===== src/hw/rtl/qpv_pkg.sv =====
`default_nettype none
package qpv_pkg;
    localparam int CountWidth = 32;
    localparam int MpcWidth = 24;
    localparam int FiltWidth = 10;
    localparam int DtWidth = 24;
    localparam int OutWidth = 56;
    // product of 32-bit magnitude and mpc*1e6 (44 bits)
    localparam int ProdWidth = 76;
    localparam int MulWidth = 44;
    localparam int QueueDepth = 4;
    localparam logic [19:0] Micro = 20'd1000000;
    localparam logic [FiltWidth-1:0] FiltReset = 10'd250;
    localparam logic [FiltWidth-1:0] HoldMax = 10'd1023;

    localparam logic [2:0] CmdNone = 3'd0;
    localparam logic [2:0] CmdVelocity = 3'd1;
    localparam logic [2:0] CmdDistStart = 3'd2;
    localparam logic [2:0] CmdDistTake = 3'd3;
    localparam logic [2:0] CmdReset = 3'd4;

    localparam logic [0:0] RegMpc = 1'b0;
    localparam logic [0:0] RegFilter = 1'b1;

    typedef struct packed {
        logic [CountWidth-1:0] position;
        logic                  dist_neg;
        logic [CountWidth-1:0] dist_mag;
        logic                  vel_en;
        logic                  vel_neg;
        logic [CountWidth-1:0] vel_mag;
        logic [DtWidth-1:0]    dt_us;
        logic                  glitch;
    } job_t;

    typedef struct packed {
        logic [CountWidth-1:0] position;
        logic [OutWidth-1:0]   velocity;
        logic [OutWidth-1:0]   distance;
        logic                  glitch;
    } result_t;
endpackage
`default_nettype wire


===== src/hw/rtl/qpv_if.sv =====
`default_nettype none
interface qpv_in_if;
    logic       valid;
    logic       ready;
    logic       pin_a;
    logic       pin_b;
    logic [2:0] cmd;
    logic [23:0] dt_us;
    modport source (output valid, pin_a, pin_b, cmd, dt_us, input ready);
    modport sink (input valid, pin_a, pin_b, cmd, dt_us, output ready);
endinterface

`default_nettype wire


===== src/hw/rtl/qpv_front.sv =====
`default_nettype none
module qpv_front (
    input  wire logic                           clk,
    input  wire logic                           rst_n,
    qpv_in_if.sink                              in_ch,
    input  wire logic [qpv_pkg::FiltWidth-1:0]  filter_length,
    input  wire logic                           q_full,
    output logic                                push,
    output qpv_pkg::job_t                       job
);
    logic level_a_reg, level_b_reg;
    logic [qpv_pkg::FiltWidth-1:0] hold_a_reg, hold_b_reg, hold_a_next, hold_b_next;
    logic [qpv_pkg::CountWidth-1:0] tick_reg, vref_reg, dref_reg, tick_cnt, tick_next;
    logic [qpv_pkg::CountWidth-1:0] dd, vd;
    logic na, nb, ca, cb;

    function automatic logic [qpv_pkg::FiltWidth-1:0] hold_inc(
        input logic [qpv_pkg::FiltWidth-1:0] c);
        hold_inc = (c < qpv_pkg::HoldMax) ? c + 1'b1 : c;
    endfunction

    assign in_ch.ready = !q_full;
    assign push = in_ch.valid && !q_full;

    always_comb
    begin
        na = level_a_reg;
        nb = level_b_reg;
        hold_a_next = '0;
        hold_b_next = '0;
        if (in_ch.pin_a != level_a_reg)
        begin
            hold_a_next = hold_inc(hold_a_reg);
            if (hold_a_next >= filter_length)
            begin
                hold_a_next = '0;
                na = in_ch.pin_a;
            end
        end
        if (in_ch.pin_b != level_b_reg)
        begin
            hold_b_next = hold_inc(hold_b_reg);
            if (hold_b_next >= filter_length)
            begin
                hold_b_next = '0;
                nb = in_ch.pin_b;
            end
        end
        ca = na != level_a_reg;
        cb = nb != level_b_reg;
        tick_cnt = tick_reg;
        if (ca && !cb)
            tick_cnt = (na == level_b_reg) ? tick_reg + 1'b1 : tick_reg - 1'b1;
        else if (cb && !ca)
            tick_cnt = (nb != level_a_reg) ? tick_reg + 1'b1 : tick_reg - 1'b1;
        dd = tick_cnt - dref_reg;
        vd = tick_cnt - vref_reg;
        tick_next = (in_ch.cmd == qpv_pkg::CmdReset) ? '0 : tick_cnt;
        job.position = tick_next;
        job.dist_neg = dd[qpv_pkg::CountWidth-1];
        job.dist_mag = dd[qpv_pkg::CountWidth-1] ? -dd : dd;
        job.vel_neg = vd[qpv_pkg::CountWidth-1];
        job.vel_mag = vd[qpv_pkg::CountWidth-1] ? -vd : vd;
        job.vel_en = (in_ch.cmd == qpv_pkg::CmdVelocity) && (in_ch.dt_us != '0);
        job.dt_us = in_ch.dt_us;
        job.glitch = ca && cb;
    end

    always_ff @(posedge clk or negedge rst_n)
    begin
        if (!rst_n)
        begin
            level_a_reg <= 1'b0;
            level_b_reg <= 1'b0;
            hold_a_reg <= '0;
            hold_b_reg <= '0;
            tick_reg <= '0;
            vref_reg <= '0;
            dref_reg <= '0;
        end
        else if (push)
        begin
            level_a_reg <= na;
            level_b_reg <= nb;
            hold_a_reg <= hold_a_next;
            hold_b_reg <= hold_b_next;
            tick_reg <= tick_next;
            case (in_ch.cmd)
                qpv_pkg::CmdVelocity: vref_reg <= tick_cnt;
                qpv_pkg::CmdDistStart, qpv_pkg::CmdDistTake: dref_reg <= tick_cnt;
                qpv_pkg::CmdReset:
                begin
                    vref_reg <= '0;
                    dref_reg <= '0;
                end
                default: ;
            endcase
        end
    end
endmodule
`default_nettype wire


===== src/flat_wrapper.sv =====
// flat-port wrapper written by rule: the top's interface ports become plain ports
module qpv_front_flat 
  (clk, rst_n, filter_length, q_full, push, job, in_ch_valid, in_ch_pin_a, in_ch_pin_b, in_ch_cmd, in_ch_dt_us, in_ch_ready);
  qpv_in_if in_ch_i ();
  input  wire logic clk;
  input  wire logic rst_n;
  input  wire logic [qpv_pkg::FiltWidth-1:0] filter_length;
  input  wire logic q_full;
  output logic push;
  output qpv_pkg::job_t job;
  input wire logic [$bits(in_ch_i.valid)-1:0] in_ch_valid;
  input wire logic [$bits(in_ch_i.pin_a)-1:0] in_ch_pin_a;
  input wire logic [$bits(in_ch_i.pin_b)-1:0] in_ch_pin_b;
  input wire logic [$bits(in_ch_i.cmd)-1:0] in_ch_cmd;
  input wire logic [$bits(in_ch_i.dt_us)-1:0] in_ch_dt_us;
  output wire logic [$bits(in_ch_i.ready)-1:0] in_ch_ready;
  assign in_ch_i.valid = in_ch_valid;
  assign in_ch_i.pin_a = in_ch_pin_a;
  assign in_ch_i.pin_b = in_ch_pin_b;
  assign in_ch_i.cmd = in_ch_cmd;
  assign in_ch_i.dt_us = in_ch_dt_us;
  assign in_ch_ready = in_ch_i.ready;
  qpv_front u_core (.clk(clk), .rst_n(rst_n), .in_ch(in_ch_i), .filter_length(filter_length), .q_full(q_full), .push(push), .job(job));
endmodule

===== config.mk =====
export PLATFORM = sky130hd
export DESIGN_NAME = qpv_front_flat
export DESIGN_NICKNAME = d
export VERILOG_FILES = /design/src/hw/rtl/qpv_pkg.sv /design/src/hw/rtl/qpv_if.sv /design/src/hw/rtl/qpv_front.sv /design/src/flat_wrapper.sv
export SDC_FILE = /design/constraint.sdc
export NUM_CORES = 1
export LEC_CHECK = 0
export BUFFER_PORTS_ARGS = -buffer_cell sky130_fd_sc_hd__buf_2
export CORE_MARGIN = 5
export CORE_UTILIZATION = 54
export DETAILED_ROUTE_END_ITERATION = 10
export GPL_TIMING_DRIVEN = 1
export HOLD_SLACK_MARGIN = 0.08
export PLACE_DENSITY = 0.85
export SYNTH_ARGS = -nofsm -noshare
export SYNTH_HDL_FRONTEND = slang
export SYNTH_SLANG_ARGS = --single-unit

===== constraint.sdc =====
create_clock -name clk -period 7.15 [get_ports clk]
set_input_delay 0.715 -clock clk [delete_from_list [all_inputs] [get_ports clk]]
set_output_delay 0.715 -clock clk [all_outputs]
set_load 0.01 [all_outputs]

==> results.md <==
Routing:
- The total iterations of the first detailed-routing run is 5.
- The average detailed-routed wire length per instance is 21.6 µm.
- The total routed wirelength is 51900 µm.
- The number of remaining DRC errors is 0.
- The count of antenna-violating nets left after detailed routing is 0.
- The violation count after the first detailed-route iteration is 1821.
- Using the TritonRoute via totals, the vias-per-cell ratio works out to 6.41.
- Summing over every cut layer, the via total after detailed routing is about 15000.

Outcome:
- The run finished, with violations left.
- The checks that failed: setup timing.

Setup path:
- The cell type of the slowest stage on the worst timing path is sky130_fd_sc_hd__or4_4.
- The worst register-to-register path has a depth of 22.
- Of all nets on the critical path, the largest fanout is 5.
- The startpoint of the worst register-to-register path is u_core.hold_b_reg[3].
- STA puts the critical path data arrival time at between 7 and 8 ns.
- Broken down by cell family, the worst path's largest delay share belongs to simple AND/OR/NAND/NOR gates.
- At the worst endpoint, the required time is between 6 and 7 ns.
- Setup slack on the worst reg-to-reg path comes out at 2.26 ns.
- For this run, the slowest stage of the critical path takes 0.60 ns.
- The worst register-to-register path ends at u_core.tick_reg[27].
- The worst setup path is launched from a register.
- The type of the worst setup path is reg -> out.
- The worst setup path is captured at an output pin.
- Tracing the worst setup path back leads to its startpoint at u_core.hold_b_reg[3].
- The number of buffers and inverters on the critical path is 6.

Global routing:
- For this run the aggregate overflow at the end of global routing stands at 0.
- The initial antenna violation count is 0.
- In the global route stage, overall resource usage came out at 32.3%.
- The global-route wire length before repair is 69300 µm.
- The number of global-route vias before repair is approximately 14000.
- Entering global routing, the biggest net connects 87 pins.

Logic synthesis:
- The proportion of synthesized chip area in sequential cells is 24.1%.
- Summing the areas of all fa, ha and maj instances in the mapped netlist gives about a tenth of the synthesized area.
- For this run, asynchronously set or reset flops after synthesis account for 100%.
- The synthesized design contains 0 enable-type register cells.
- Of the total synthesized cell area, the portion taken by XOR and XNOR cells is between 10% and 20%.
- By area, the combinational part of the netlist is dominated by compound AO/OA/AOI/OAI gates.
- The number of synthesis warnings is 0.
- The dominant register cell in the synthesized netlist is sky130_fd_sc_hd__dfrtp_1.
- The number of distinct standard cells referenced by the synthesized netlist is 81.
- The average instance area after synthesis is 7.59 µm².
- The mux share of post-synthesis cell area is 1.94%.
- The cell area that synthesis handed to floorplanning was 12300 µm².
- The synthesized design contains 118 register bits.
- After Yosys synthesis, and, or, nand and nor cells account for 22.4% of the synthesized area.
- The synthesized netlist devotes around 23% of its cell area to compound gates.
- The number of nets handed over by synthesis was 1748.
- The number of cells produced by synthesis is 1615.

Timing:
- The total setup violations reported at the end of the flow is 64.
- The worst hold slack across all endpoints is 0.336 ns.
- The fmax is 121 MHz.
- Setup repair after global routing could not meet its margin everywhere.
- Counting I/O delays and the setup requirement, the final critical path takes just over 8 ns.
- The number of hold violations in the final report came to 0.
- The worst max-slew margin expressed relative to the limit is 25.0%.
- Clock skew on the completed layout was measured at 0.0161 ns.
- The worst setup margin is -1.13 ns.
- The max-slew violation count is 0.
- At the pin with the least slew margin, the transition time is 1.12 ns.
- The part of the cycle the worst path needs is 116%.

Clock tree:
- The clock-pin slew on the worst setup and hold paths is 0.06 ns.
- The clock tree from TritonCTS is done.
- The clock network latency to the later pin of the worst-skew pair is 0.42 ns.
- The clock net in this run drives a total of 118 sinks.
- The root buffer cell chosen for the clock tree is sky130_fd_sc_hd__clkbuf_16.
- In this run, CTS created clock tree buffers numbering 17.
- The largest buffer count on any clock path is 2.
- The total number of H-tree levels is 4.

Power and ir drop:
- The maximum VDD drop is 0.000527 V.
- The analysis attributes to cell leakage a power of 9.16 nW.
- The power density over cell area is between 500 and 600 nW/µm².
- The total design power is 9.66 mW.

Final layout:
- The number of antenna cells inserted is 0.
- The number of fill cells is 1224.
- The layout-stage area growth over the synthesis result is 50.5%.
- The post-route cell area is 18400 µm².
- In the final layout, the share of cells above drive strength 1 is between 40% and 50%.
- The utilization after layout is 82.0%.
- The number of nets in the layout is 2232.

Place:
- The HPWL after detailed placement is 32800 µm.
- Routability-driven placement finished with a final weighted congestion of 0.964.
- The area after detailed placement is 15700 µm².
- The worst setup timing slack at the placement stage is -0.536 ns.
- During placement, the flow inserted port buffers numbering 168.

Hold path:
- In this run the worst hold path is classified as in -> async.

Flow run:
- Across the run, the number of max-cap violations was 0.

Floorplanning:
- The standard cell core area is 22500 µm².
- The number of top-level pins is 169.
- The number of rows created at floorplan is 55.
- Measured along the x axis, the die boundary spans 161 µm.
- The initial core utilization is 54.5%.
- The total die area is 25800 µm².
- Measured along the y axis, the die boundary spans 161 µm.
## per-layer routing
metal	wire length [µm]	global-route usage [%]	vias to the layer above	part of all wire [%]
met1	18500	40.6	7258	36
met3	4850	4.36	308	9.3
met4	3330	11.8	0	6.4
li1	-	-	6665	-
met5	0	0	-	0
met2	25200	56.6	1137	49
## repair_timing
action	CTS	global route
cloned	1	3
pin swaps	36	98
hold endpoints to repair	0	0
hold buffers	0	0
endpoints found under the setup margin	64	64
buffers inserted	26	55
resized for setup	64	246
## Yosys cell counts, drive strengths merged, types with 13 or more instances
cell / n / share of area [%]
xor2: 80 / 5.8
buf: 35 / 1.9
inv: 131 / 4.0
and3: 21 / 1.1
o31ai: 54 / 3.3
mux2i: 17 / 1.4
xnor2: 77 / 5.5
dfrtp: 118 / 24
ha: 88 / 9.0
nor2: 114 / 3.5
nand2: 204 / 6.2
or3: 15 / 0.77
a22o: 16 / 1.1
nor2b: 14 / 0.71
a21oi: 95 / 3.9
nand2b: 16 / 0.82
o21ai: 117 / 4.8
a21o: 24 / 1.5
and2: 13 / 0.68
nand4: 22 / 1.1
a31oi: 20 / 1.0
nor3: 33 / 1.3
nor4: 16 / 0.92
nand3: 35 / 1.4
clkbuf: 67 / 2.1
## final cells by class
cell class / count / area (µm²) / area share, %
multi-input cells: 1263 / 9940 / 53.9
repair buffers: 567 / 4090 / 22.2
clock buffers: 18 / 429 / 2.33
well taps: 285 / 357 / 1.93
inverters: 132 / 508 / 2.75
flip-flops and latches: 118 / 2950 / 16.0
clock inverters: 14 / 165 / 0.895
## per-stage QoR
step,TNS [ns],instances
4_1_cts,-36.03,2345
6_report,-62.90,2397
2_1_floorplan,-0.442,1615
3_3_place_gp,-5.66,2286
5_1_grt,-76.53,2397
3_5_place_dp,-16.78,2286
## logic make-up (layout without fill, tap and decap cells)
family,after synthesis,in the layout
AOI/OAI and AO/OA,435,435
DFF,118,118
adders and majority gates,90,90
and+or+nand+nor,558,558
muxes,23,23
buffers and inverters,234,731
xor gates and xnor gates,157,157
## worst register-to-register path, delay by kind of cell, from the launching register on
family	cells	cell delay [ns]
compound gates	5	1.04
flops	1	0.36
simple gates	9	2.04
buf+inv	5	0.67
mux	1	0.20
xor+xnor	1	0.15
fa+ha+maj	1	0.34
## worst max path at each step
| stage | to | slack (ns) | cells after the start |
|---|---|---|---|
| after floorplan | job[54] | -0.18 | 31 |
| after global placement | job[54] | -0.38 | 31 |
| after detailed placement | job[54] | -0.54 | 30 |
| after CTS | job[54] | -0.73 | 29 |
| after global routing | job[56] | -1.35 | 32 |
| final | job[56] | -1.13 | 32 |
## cells in the final DEF (no fill, tap or decap), drive strengths merged, types with 17 or more instances in the layout
| cell type | instances |
|---|---|
| buf | 564 |
| nand2 | 204 |
| inv | 137 |
| dfrtp | 118 |
| o21ai | 117 |
| nor2 | 114 |
| a21oi | 95 |
| ha | 88 |
| xor2 | 80 |
| xnor2 | 77 |
| o31ai | 54 |
| nand3 | 35 |
| nor3 | 33 |
| a21o | 24 |
| nand4 | 22 |
| clkbuf | 21 |
| and3 | 21 |
| a31oi | 20 |
| mux2i | 17 |
## where the power goes
| group | total, mW | leakage [nW] | switching [mW] | internal (mW) |
|---|---|---|---|---|
| Combinational | 8.03 | 7.24 | 4.16 | 3.87 |
| Sequential | 0.731 | 1.64 | 0.0337 | 0.697 |
| Clock | 0.893 | 0.278 | 0.369 | 0.524 |
Power figures use the tool's default switching activity.
