[config.mk]
export PLATFORM = sky130hd
export DESIGN_NAME = qpv_queue
export DESIGN_NICKNAME = d
export VERILOG_FILES = /design/src/hw/rtl/qpv_pkg.sv /design/src/hw/rtl/qpv_queue.sv
export SDC_FILE = /design/constraint.sdc
export NUM_CORES = 1
export LEC_CHECK = 0
export ABC_AREA = 0
export BUFFER_PORTS_ARGS = -buffer_cell sky130_fd_sc_hd__buf_4
export CAP_MARGIN = 20
export CORE_ASPECT_RATIO = 2
export CORE_MARGIN = 2
export CORE_UTILIZATION = 57
export CTS_BUF_LIST = sky130_fd_sc_hd__clkbuf_16
export DETAILED_ROUTE_END_ITERATION = 16
export PLACE_DENSITY = 0.9
export SYNTH_ARGS = -nofsm -noshare
export SYNTH_HDL_FRONTEND = slang
export SYNTH_SLANG_ARGS = --single-unit
[constraint.sdc]
create_clock -name clk -period 5.3 [get_ports clk]
set_input_delay 0.53 -clock clk [delete_from_list [all_inputs] [get_ports clk]]
set_output_delay 0.53 -clock clk [all_outputs]
set_load 0.05 [all_outputs]
[src/hw/rtl/qpv_pkg.sv]
`default_nettype none
package qpv_pkg;
    localparam int CountWidth = 32;
    localparam int MpcWidth = 24;
    localparam int FiltWidth = 10;
    localparam int DtWidth = 24;
    localparam int OutWidth = 56;
    // product of 32-bit magnitude and mpc*1e6 (44 bits)
    localparam int ProdWidth = 76;
    localparam int MulWidth = 44;
    localparam int QueueDepth = 4;
    localparam logic [19:0] Micro = 20'd1000000;
    localparam logic [FiltWidth-1:0] FiltReset = 10'd250;
    localparam logic [FiltWidth-1:0] HoldMax = 10'd1023;

    localparam logic [2:0] CmdNone = 3'd0;
    localparam logic [2:0] CmdVelocity = 3'd1;
    localparam logic [2:0] CmdDistStart = 3'd2;
    localparam logic [2:0] CmdDistTake = 3'd3;
    localparam logic [2:0] CmdReset = 3'd4;

    localparam logic [0:0] RegMpc = 1'b0;
    localparam logic [0:0] RegFilter = 1'b1;

    typedef struct packed {
        logic [CountWidth-1:0] position;
        logic                  dist_neg;
        logic [CountWidth-1:0] dist_mag;
        logic                  vel_en;
        logic                  vel_neg;
        logic [CountWidth-1:0] vel_mag;
        logic [DtWidth-1:0]    dt_us;
        logic                  glitch;
    } job_t;

    typedef struct packed {
        logic [CountWidth-1:0] position;
        logic [OutWidth-1:0]   velocity;
        logic [OutWidth-1:0]   distance;
        logic                  glitch;
    } result_t;
endpackage
`default_nettype wire

[src/hw/rtl/qpv_queue.sv]
`default_nettype none
module qpv_queue (
    input  wire logic          clk,
    input  wire logic          rst_n,
    input  wire logic          push,
    input  qpv_pkg::job_t      push_data,
    output logic               full,
    input  wire logic          pop,
    output logic               empty,
    output qpv_pkg::job_t      pop_data
);
    localparam int Aw = $clog2(qpv_pkg::QueueDepth);
    qpv_pkg::job_t mem_reg [qpv_pkg::QueueDepth];
    logic [Aw-1:0] wr_reg, rd_reg;
    logic [Aw:0] cnt_reg;

    assign full = cnt_reg == Aw'(0) + (Aw+1)'(qpv_pkg::QueueDepth);
    assign empty = cnt_reg == '0;
    assign pop_data = mem_reg[rd_reg];

    always_ff @(posedge clk)
    begin
        if (push)
            mem_reg[wr_reg] <= push_data;
    end

    always_ff @(posedge clk or negedge rst_n)
    begin
        if (!rst_n)
        begin
            wr_reg <= '0;
            rd_reg <= '0;
            cnt_reg <= '0;
        end
        else
        begin
            if (push)
                wr_reg <= wr_reg + 1'b1;
            if (pop)
                rd_reg <= rd_reg + 1'b1;
            cnt_reg <= cnt_reg + (Aw+1)'(push) - (Aw+1)'(pop);
        end
    end
endmodule
`default_nettype wire

==> results of run 1 <==
[metrics by stage]
stage | hold WS [ns] | utilization | instances | setup slack (ns) | instance area, sq um
after floorplan | 0.2344 | - | 682 | 1.334 | 18250
after global placement | 0.3470 | 0.6551 | 1339 | 2.315 | 20660
after detailed placement | 0.3528 | 0.6551 | 1339 | 2.296 | 20660
after CTS | 0.1546 | 0.6966 | 1413 | 1.697 | 21970
after global routing | 0.1602 | 0.6972 | 1420 | 1.588 | 21990
final | 0.1803 | 0.6972 | 1421 | 1.795 | 21990
[cells in the final DEF (no fill, tap or decap), types with 2 or more instances in the layout]
master,instances
xor2_1,2
xnor2_1,3
clkbuf_16,43
nand2_1,2
clkinv_2,6
diode_2,8
clkinv_1,9
edfxtp_1,496
mux4_2,124
dfrtp_4,2
dfrtp_1,5
and2_4,4
ha_1,6
buf_12,6
clkinvlp_4,2
bufinv_16,3
buf_4,256
inv_1,13
[layout make-up]
class,count,share of cell area
antenna,8,0.0009103
timing repair buffer,263,0.09331
clock buffer,43,0.04893
inverter,6,0.001024
multi-input combinational,145,0.1360
tap,423,0.02407
sequential,503,0.6856
clock inverter,30,0.01018
[critical path, cell delays in order (launching register included)]
cell,delay [ns]
dfrtp_4,1.08
buf_4,0.48
mux4_2,0.59
buf_4,0.21
[power breakdown]
part           switching [mW]  internal, mW  leakage [nW]
Clock                    1.29          1.62         0.662
Sequential              0.395          5.21          4.64
Combinational            3.67          1.94          2.20
Total                    5.36          8.77          7.50
[cell families after synthesis]
family                     synth area share
AOI/OAI and AO/OA                 0.0002740
muxes                                0.1531
buffers and inverters               0.01070
adders and majority gates          0.005212
DFF                                  0.8259
and+or+nand+nor                    0.002400
xor gates and xnor gates           0.002401
[per-layer routing]
layer | up-vias | global-route usage | wire length (um)
met5 | - | 0 | 43
met3 | 97 | 0.04553 | 2090
li1 | 3496 | - | -
met1 | 4184 | 0.2460 | 11640
met4 | 6 | 0.1082 | 1818
met2 | 315 | 0.3845 | 20170
[synthesized netlist by cell type (2+ instances only)]
library cell and number:
and2_1 4, buf_2 15, buf_6 6, clkbuf_1 6, dfrtp_1 7, edfxtp_1 496
ha_1 6, inv_1 6, mux4_2 124, nand2_1 2, xnor2_1 3, xor2_1 2
[how the worst min path moves through the flow]
stage,endpoint,startpoint,cells past startpoint
detailed placement,wr_reg[0],rst_n,1
global route,mem_reg[2][69],push_data[69],1
global placement,wr_reg[0],rst_n,1
finish,mem_reg[2][0],push_data[0],1
floorplan,cnt_reg[0],rst_n,0
CTS,mem_reg[3][53],push_data[53],1
==> flow_summary.ini, run 1 <==
[route]
vias = 8098
drt_iter0_drc = 500
drcViolationCount = 0
firstDrtPassIters = 5
wl_per_cell_um = 25.17
via_per_inst = 5.699
ant_nets = 0
wl_um = 35770

[finish]
regArea_sq_mm = 0.01508
drive_above_1_share = 0.4535
multiInputGateArea_sq_mm = 0.002990
largest_reg_flops = 496
nNetsFinal = 1096
fillers = 1902
area.growth.synth_to_final_pct = 20.53

[cts]
clock_latency_ns = 0.54
cts_resized = 0
cts_htree_levels = 2
cts_setup_buffers = 0
clock_sinks = 503
cts_tree = done
clk_pin_slew_worst_paths_ns = 0.06
cts_buffers = 42
hold_buffers = 1
root_buffer = clkbuf_16
clockBufferDepth = 3

[setup_path]
startpoint = rd_reg[0]
startpoint_type = register
reg2regPathDepth = 4
rr_startpoint = wr_reg[0]
worstPathMaxFanout = 49
cp.arrival_ns = 2.98
critPathCaptureType = primary output
rr_endpoint = mem_reg[0][62]
crit_end = pop_data[60]
cp.required_ns = 4.77
regToRegSetupSlack_ns = 2.97
crit_type = reg -> out

[synth]
yosysSeqAreaShare = 0.8259
synth_area_sq_mm = 0.01824
ys_top_cells_by_area = edfxtp_1 82%, mux4_2 15%, dfrtp_1 0.96%
ys_types = 17
yosysTopAreaCell = edfxtp_1
synth_top_flop_cell = edfxtp_1
synth_top_area_frac = 0.8163
ys.warnings.count = 0
synth_fp_nets = 817
syn_avg_cell_area_sq_um = 26.75
syn_inst = 682
ys_seq_elements = 503
async_flop_share = 0.01392
synth-edff-count = 496

[floorplan]
core_sq_mm = 0.03154
start_util = 0.5785
die_h_um = 257.0
dieArea_sq_mm = 0.03354
rows = 92
die_width_um = 130.5
io_pins = 254

[global_route]
grt.total_usage = 0.2175
grt_start_max_net_pins = 70
antenna_found_initial = 11
gr-total-overflow = 0
grt_pass1_wl_um = 52860
grt_pass1_vias = 8862

[timing]
period_share = 0.6614
fin_skew_ns = 0.01278
setup_viol = 0
maxSlewViolCount = 0
final.setup.tns_ns = 0
rsz0062_at_grt = no
fmax_mhz = 285.3
fin_crit_ns = 3.505
worst_pin_slew_ns = 1.086
slew_headroom = 0.2759
hold_violations = 0

[run_status]
outcome = finished, final reports clean

[pwr]
p_leak_nw = 7.502
ir_drop_mv = 0.5174
design_power_total_mw = 14.13
p_per_area_mw_per_mm2 = 642.7

[place]
portBuffers = 253
place_hpwl_um = 22040
gp_congestion = 0.7649

[min_path]
hold_path.class = in -> reg

[job]
maxCapViolCount = 0
No activity file was read; power rests on OpenSTA's default activity.
==> inputs of run 2 (changes only) <==
==> constraint.sdc (replaced) <==
create_clock -name clk -period 3.5 [get_ports clk]
set_input_delay 0.35 -clock clk [delete_from_list [all_inputs] [get_ports clk]]
set_output_delay 0.35 -clock clk [all_outputs]
set_load 0.05 [all_outputs]
==> run 2 against run 1 <==
Net effect: setup slack worse by 1.3 ns; sequential share of layout area down 2.3 points; die area unchanged; via count grew 5.9%; non-clock buffer count is 80 higher; critical path depth did not move; clock skew is 0.00052 ns lower; design area rose by 3.5%; flip-flop and latch count did not move; count of clock-buffer cells in the layout down 2.
==> flow_summary.ini, run 2 (same netlist as run 1, synthesis figures left out) <==
[pwr]
ir_drop_mv = 1.025
p_int_mw = 13.32
switching_share = 0.3825
p_leak_nw = 7.849
design_power_total_mw = 21.56
p_seq_frac = 0.391
p_per_area_mw_per_mm2 = 947.6
p_comb_frac = 0.409
p_clk_frac = 0.200
p_sw_mw = 8.249

[route]
via_per_inst = 5.723
ant_nets = 0
drcViolationCount = 0
wl_um = 39040
wl_per_cell_um = 26.05
vias = 8579
firstDrtPassIters = 5
drt_iter0_drc = 562

[place]
portBuffers = 253
gp_congestion = 0.8274
place_hpwl_um = 22930
placed_cells = 1348

[global_route]
grt_pass1_wl_um = 56880
grt_pass1_vias = 9388
gr-total-overflow = 0
grt_start_max_net_pins = 58
grt.total_usage = 0.2355
antenna_found_initial = 8

[timing]
fin_crit_ns = 3.017
slew_headroom = 0.3857
hold_violations = 0
period_share = 0.8620
fmax_mhz = 331.5
maxSlewViolCount = 0
setup_viol = 0
final.setup.tns_ns = 0
worst_pin_slew_ns = 0.9215
rsz0062_at_grt = no
fin_skew_ns = 0.01226

[cts]
cts_htree_levels = 2
clock_sinks = 503
cts_resized = 0
clk_pin_slew_worst_paths_ns = 0.06
clockBufferDepth = 3
cts_buffers = 41
clock_latency_ns = 0.53
cts_tree = done
root_buffer = clkbuf_16

[setup_path]
cp.required_ns = 3.15
cp.arrival_ns = 2.67
worstPathMaxFanout = 34
rr_endpoint = mem_reg[3][74]
critPathCaptureType = primary output
regToRegSetupSlack_ns = 1.44
rr_startpoint = wr_reg[0]
startpoint_type = register
reg2regPathDepth = 3
crit_type = reg -> out

[floorplan]
io_pins = 254
core_sq_mm = 0.03154
dieArea_sq_mm = 0.03354
start_util = 0.5785
rows = 92
die_h_um = 257.0
die_width_um = 130.5

[min_path]
hold_path.class = in -> reg
min_to = mem_reg[2][0]
hold_depth = 1
min_from = push_data[0]

[finish]
final_common_cell = edfxtp_1
fillers = 1809
largest_reg_flops = 496
nNetsFinal = 1175
drive_above_1_share = 0.4251
utilization = 0.7215
instances_no_fill = 1499
area.growth.synth_to_final_pct = 24.72
regArea_sq_mm = 0.01508
layout_common_cells = 496 x edfxtp_1, 261 x buf_4, 124 x mux4_2
multiInputGateArea_sq_mm = 0.002990

[job]
maxCapViolCount = 0

[run_status]
outcome = finished, final reports clean
run 2: cell count changes in the layout (fill, tap and decap cells not counted), sizes merged:
cell / delta
clkinvlp: -2
clkbuf: -2
inv: +2
buf: +9
dlygate4sd3: +71
run 2: metrics by stage:
| step | hold WS (ns) | cell area (sq um) | setup slack (ns) |
|---|---|---|---|
| after floorplan | 0.05441 | 18250 | 0.9126 |
| after global placement | 0.1693 | 20780 | 1.056 |
| after detailed placement | 0.1713 | 20780 | 1.009 |
| after CTS | 0.00002187 | 22740 | 0.4270 |
| after global routing | 0.001071 | 22760 | 0.3228 |
| final | 0.02017 | 22760 | 0.4830 |
run 2: layout make-up:
class	count	area share
antenna	8	0.0008797
clock buffer	41	0.04509
clock inverter	30	0.009237
inverter	6	0.0009897
multi-input combinational	145	0.1314
sequential	503	0.6626
tap	423	0.02326
timing repair buffer	343	0.1266
run 2: power groups by stage:
| stage | registers [mW] | logic (mW) | clock network, mW |
|---|---|---|---|
| after floorplan | 8.19 | 6.45 | 0 |
| after global placement | 8.45 | 8.66 | 0 |
| after detailed placement | 8.54 | 8.75 | 0 |
| after CTS | 8.44 | 8.87 | 4.37 |
| after global routing | 8.54 | 9.15 | 4.58 |
| final | 8.44 | 8.82 | 4.31 |
run 2: worst max-delay path: stages, from the launching register on:
cell	delay, ns
dfrtp_4	0.91
buf_4	0.41
mux4_2	0.57
buf_4	0.21
run 2: worst max-delay path by stage:
stage                                to  startpoint  cells past startpoint
after CTS                   pop_data[9]   rd_reg[0]                      3
after global routing      pop_data[119]   rd_reg[0]                      3
after floorplan           mem_reg[0][0]   wr_reg[0]                      3
after global placement    pop_data[116]   rd_reg[0]                      3
final                     pop_data[119]   rd_reg[0]                      3
after detailed placement    pop_data[9]   rd_reg[0]                      3
run 2: timing repair:
item,4_1_cts,5_1_grt
hold endpoints to repair,263,0
hold buffers,72,0
endpoints found under the setup margin,0,0
setup buffers,0,0
run 2: per-layer routing:
metal / share of wire / vias to the layer above / global-route usage
li1: - / 3655 / -
met1: 0.33 / 4463 / 0.2639
met2: 0.56 / 353 / 0.4229
met3: 0.049 / 108 / 0.03721
met4: 0.058 / 0 / 0.1262
met5: 0 / - / 0
==> inputs of run 3 (changes only) <==
--- a/config.mk
+++ b/config.mk
@@ -10,10 +10,10 @@
 export CAP_MARGIN = 20
 export CORE_ASPECT_RATIO = 2
 export CORE_MARGIN = 2
-export CORE_UTILIZATION = 57
+export CORE_UTILIZATION = 51
 export CTS_BUF_LIST = sky130_fd_sc_hd__clkbuf_16
 export DETAILED_ROUTE_END_ITERATION = 16
-export PLACE_DENSITY = 0.9
+export PLACE_DENSITY = 0.86
 export SYNTH_ARGS = -nofsm -noshare
 export SYNTH_HDL_FRONTEND = slang
 export SYNTH_SLANG_ARGS = --single-unit
==> constraint.sdc (replaced) <==
create_clock -name clk -period 2.5 [get_ports clk]
set_input_delay 0.25 -clock clk [delete_from_list [all_inputs] [get_ports clk]]
set_output_delay 0.25 -clock clk [all_outputs]
set_load 0.05 [all_outputs]
==> run 3 against run 2 <==
Net effect: count of clock-buffer cells in the layout grew 2; non-clock buffer count rose by 64; via count is 1.7% higher; register-to-register slack got worse by 0.73 ns; final cell count is 6.0% higher; setup slack got worse by 0.39 ns; clock skew increased by 0.0030 ns; critical path type unchanged; critical path depth grew 1; global-route usage decreased by 2.5 points; core utilization fell by 5.9 points; clock power up 43%.
==> flow_summary.ini, run 3 (same netlist as run 1, synthesis figures left out) <==
[run_status]
outcome = finished, final reports clean

[floorplan]
io_pins = 254
die_h_um = 271.5
start_util = 0.5131
core_sq_mm = 0.03556
dieArea_sq_mm = 0.03740
die_width_um = 137.7
rows = 98

[setup_path]
worstPathMaxFanout = 29
cp.arrival_ns = 2.15
startpoint_type = register
cpLargestDelayFamily = buffers and inverters
path_cells = buf_12 > buf_16 > mux4_2 > buf_4
cp_num_buf_inv = 3
regToRegSetupSlack_ns = 0.71
critPathCaptureType = primary output
cpMaxStageDelayCell = mux4_2
reg2regPathDepth = 7
worstSetupPathDepth = 4
cp.required_ns = 2.25
cpPeakStageDelay_ns = 0.55
crit_type = reg -> out

[timing]
rsz0062_at_grt = no
period_share = 0.9614
worst_pin_slew_ns = 0.5435
fmax_mhz = 416.1
fin_crit_ns = 2.404
final.setup.tns_ns = 0
hold_violations = 0
slew_headroom = 0.6377
maxSlewViolCount = 0
fin_skew_ns = 0.01527
setup_viol = 0

[finish]
drive_above_1_share = 0.4134
area.growth.synth_to_final_pct = 29.20
layout_common_cells = 496 x edfxtp_1, 259 x buf_4, 127 x dlygate4sd3_1
nNetsFinal = 1239
largest_reg_flops = 496
final_common_cell = edfxtp_1

[route]
vias = 8724
drt_iter0_drc = 461
wl_um = 38580
wl_per_cell_um = 24.28
ant_nets = 0
drcViolationCount = 0
via_per_inst = 5.490
firstDrtPassIters = 5

[global_route]
antenna_found_initial = 2
grt_start_max_net_pins = 84
gr-total-overflow = 0
grt.total_usage = 0.2107
grt_pass1_wl_um = 57370
grt_pass1_vias = 9627

[job]
maxCapViolCount = 0

[cts]
root_buffer = clkbuf_16
clock_latency_ns = 0.53
clock_sinks = 503
clk_pin_slew_worst_paths_ns = 0.07
cts_tree = done
cts_htree_levels = 2
clockBufferDepth = 3
cts_buffers = 41

[pwr]
p_leak_nw = 8.172
p_per_area_mw_per_mm2 = 1303
design_power_total_mw = 30.71
ir_drop_mv = 0.9250

[place]
gp_congestion = 0.8016
place_hpwl_um = 23020
portBuffers = 253

[min_path]
hold_path.class = in -> async
run 3: cell count changes in the layout (fill, tap and decap cells not counted), moves of 3 or more:
cell / before / now
diode_2: 8 / 2
dlygate4sd3_1: 72 / 127
buf_6: 0 / 3
clkinvlp_4: 0 / 3
buf_12: 10 / 16
inv_1: 16 / 13
run 3: through the flow:
step / worst slack (ns) / instances / cell area (sq um) / hold slack (ns) / util
final: 0.09648 / 1589 / 23570 / 0.05865 / 0.6629
after global routing: 0.005001 / 1589 / 23570 / 0.05501 / 0.6629
after CTS: 0.06128 / 1587 / 23550 / 0.04073 / 0.6622
after detailed placement: 0.4584 / 1380 / 20940 / 0.06768 / 0.5888
after global placement: 0.4723 / 1380 / 20940 / 0.06634 / 0.5888
after floorplan: 0.5532 / 682 / 18260 / -0.04559 / -
run 3: path summary, 6_finish.rpt:
kind,endpoint,from
min in group clk,mem_reg[1][94],push_data[94]
worst min register to register,wr_reg[0],wr_reg[0]
worst min-delay path,rd_reg[0],rst_n
worst max-delay path,pop_data[19],rd_reg[0]
worst max register to register,cnt_reg[2],cnt_reg[0]
max in group asynchronous,rd_reg[1],rst_n
run 3: area by class of cell:
| class | instances | area (sq um) |
|---|---|---|
| antenna | 2 | 5.005 |
| clock buffer | 43 | 1076 |
| clock inverter | 33 | 214.0 |
| fill | 2151 | 11990 |
| inverter | 6 | 22.52 |
| multi-input combinational | 145 | 2990 |
| sequential | 503 | 15080 |
| tap | 450 | 563.0 |
| timing repair buffer | 407 | 3625 |
run 3: repair_timing:
item | in CTS | in global routing
hold buffers | 127 | 0
buffers inserted | 4 | 0
setup endpoints to repair | 98 | 4
resized for setup | 1 | 4
hold endpoints to repair | 507 | 0
run 3: power breakdown:
part	switching, mW	leakage (nW)	internal [mW]
Combinational	8.44	2.88	4.63
Clock	2.82	0.659	3.35
Sequential	0.446	4.64	11.0
Total	11.7	8.17	19.0
run 3: layer usage:
metal | GRT usage | wire, um | up-vias
met4 | 0.1093 | 2208 | 0
met1 | 0.2338 | 13140 | 4542
met3 | 0.02894 | 1638 | 99
met5 | 0 | 0 | -
li1 | - | - | 3786
met2 | 0.3856 | 21590 | 297
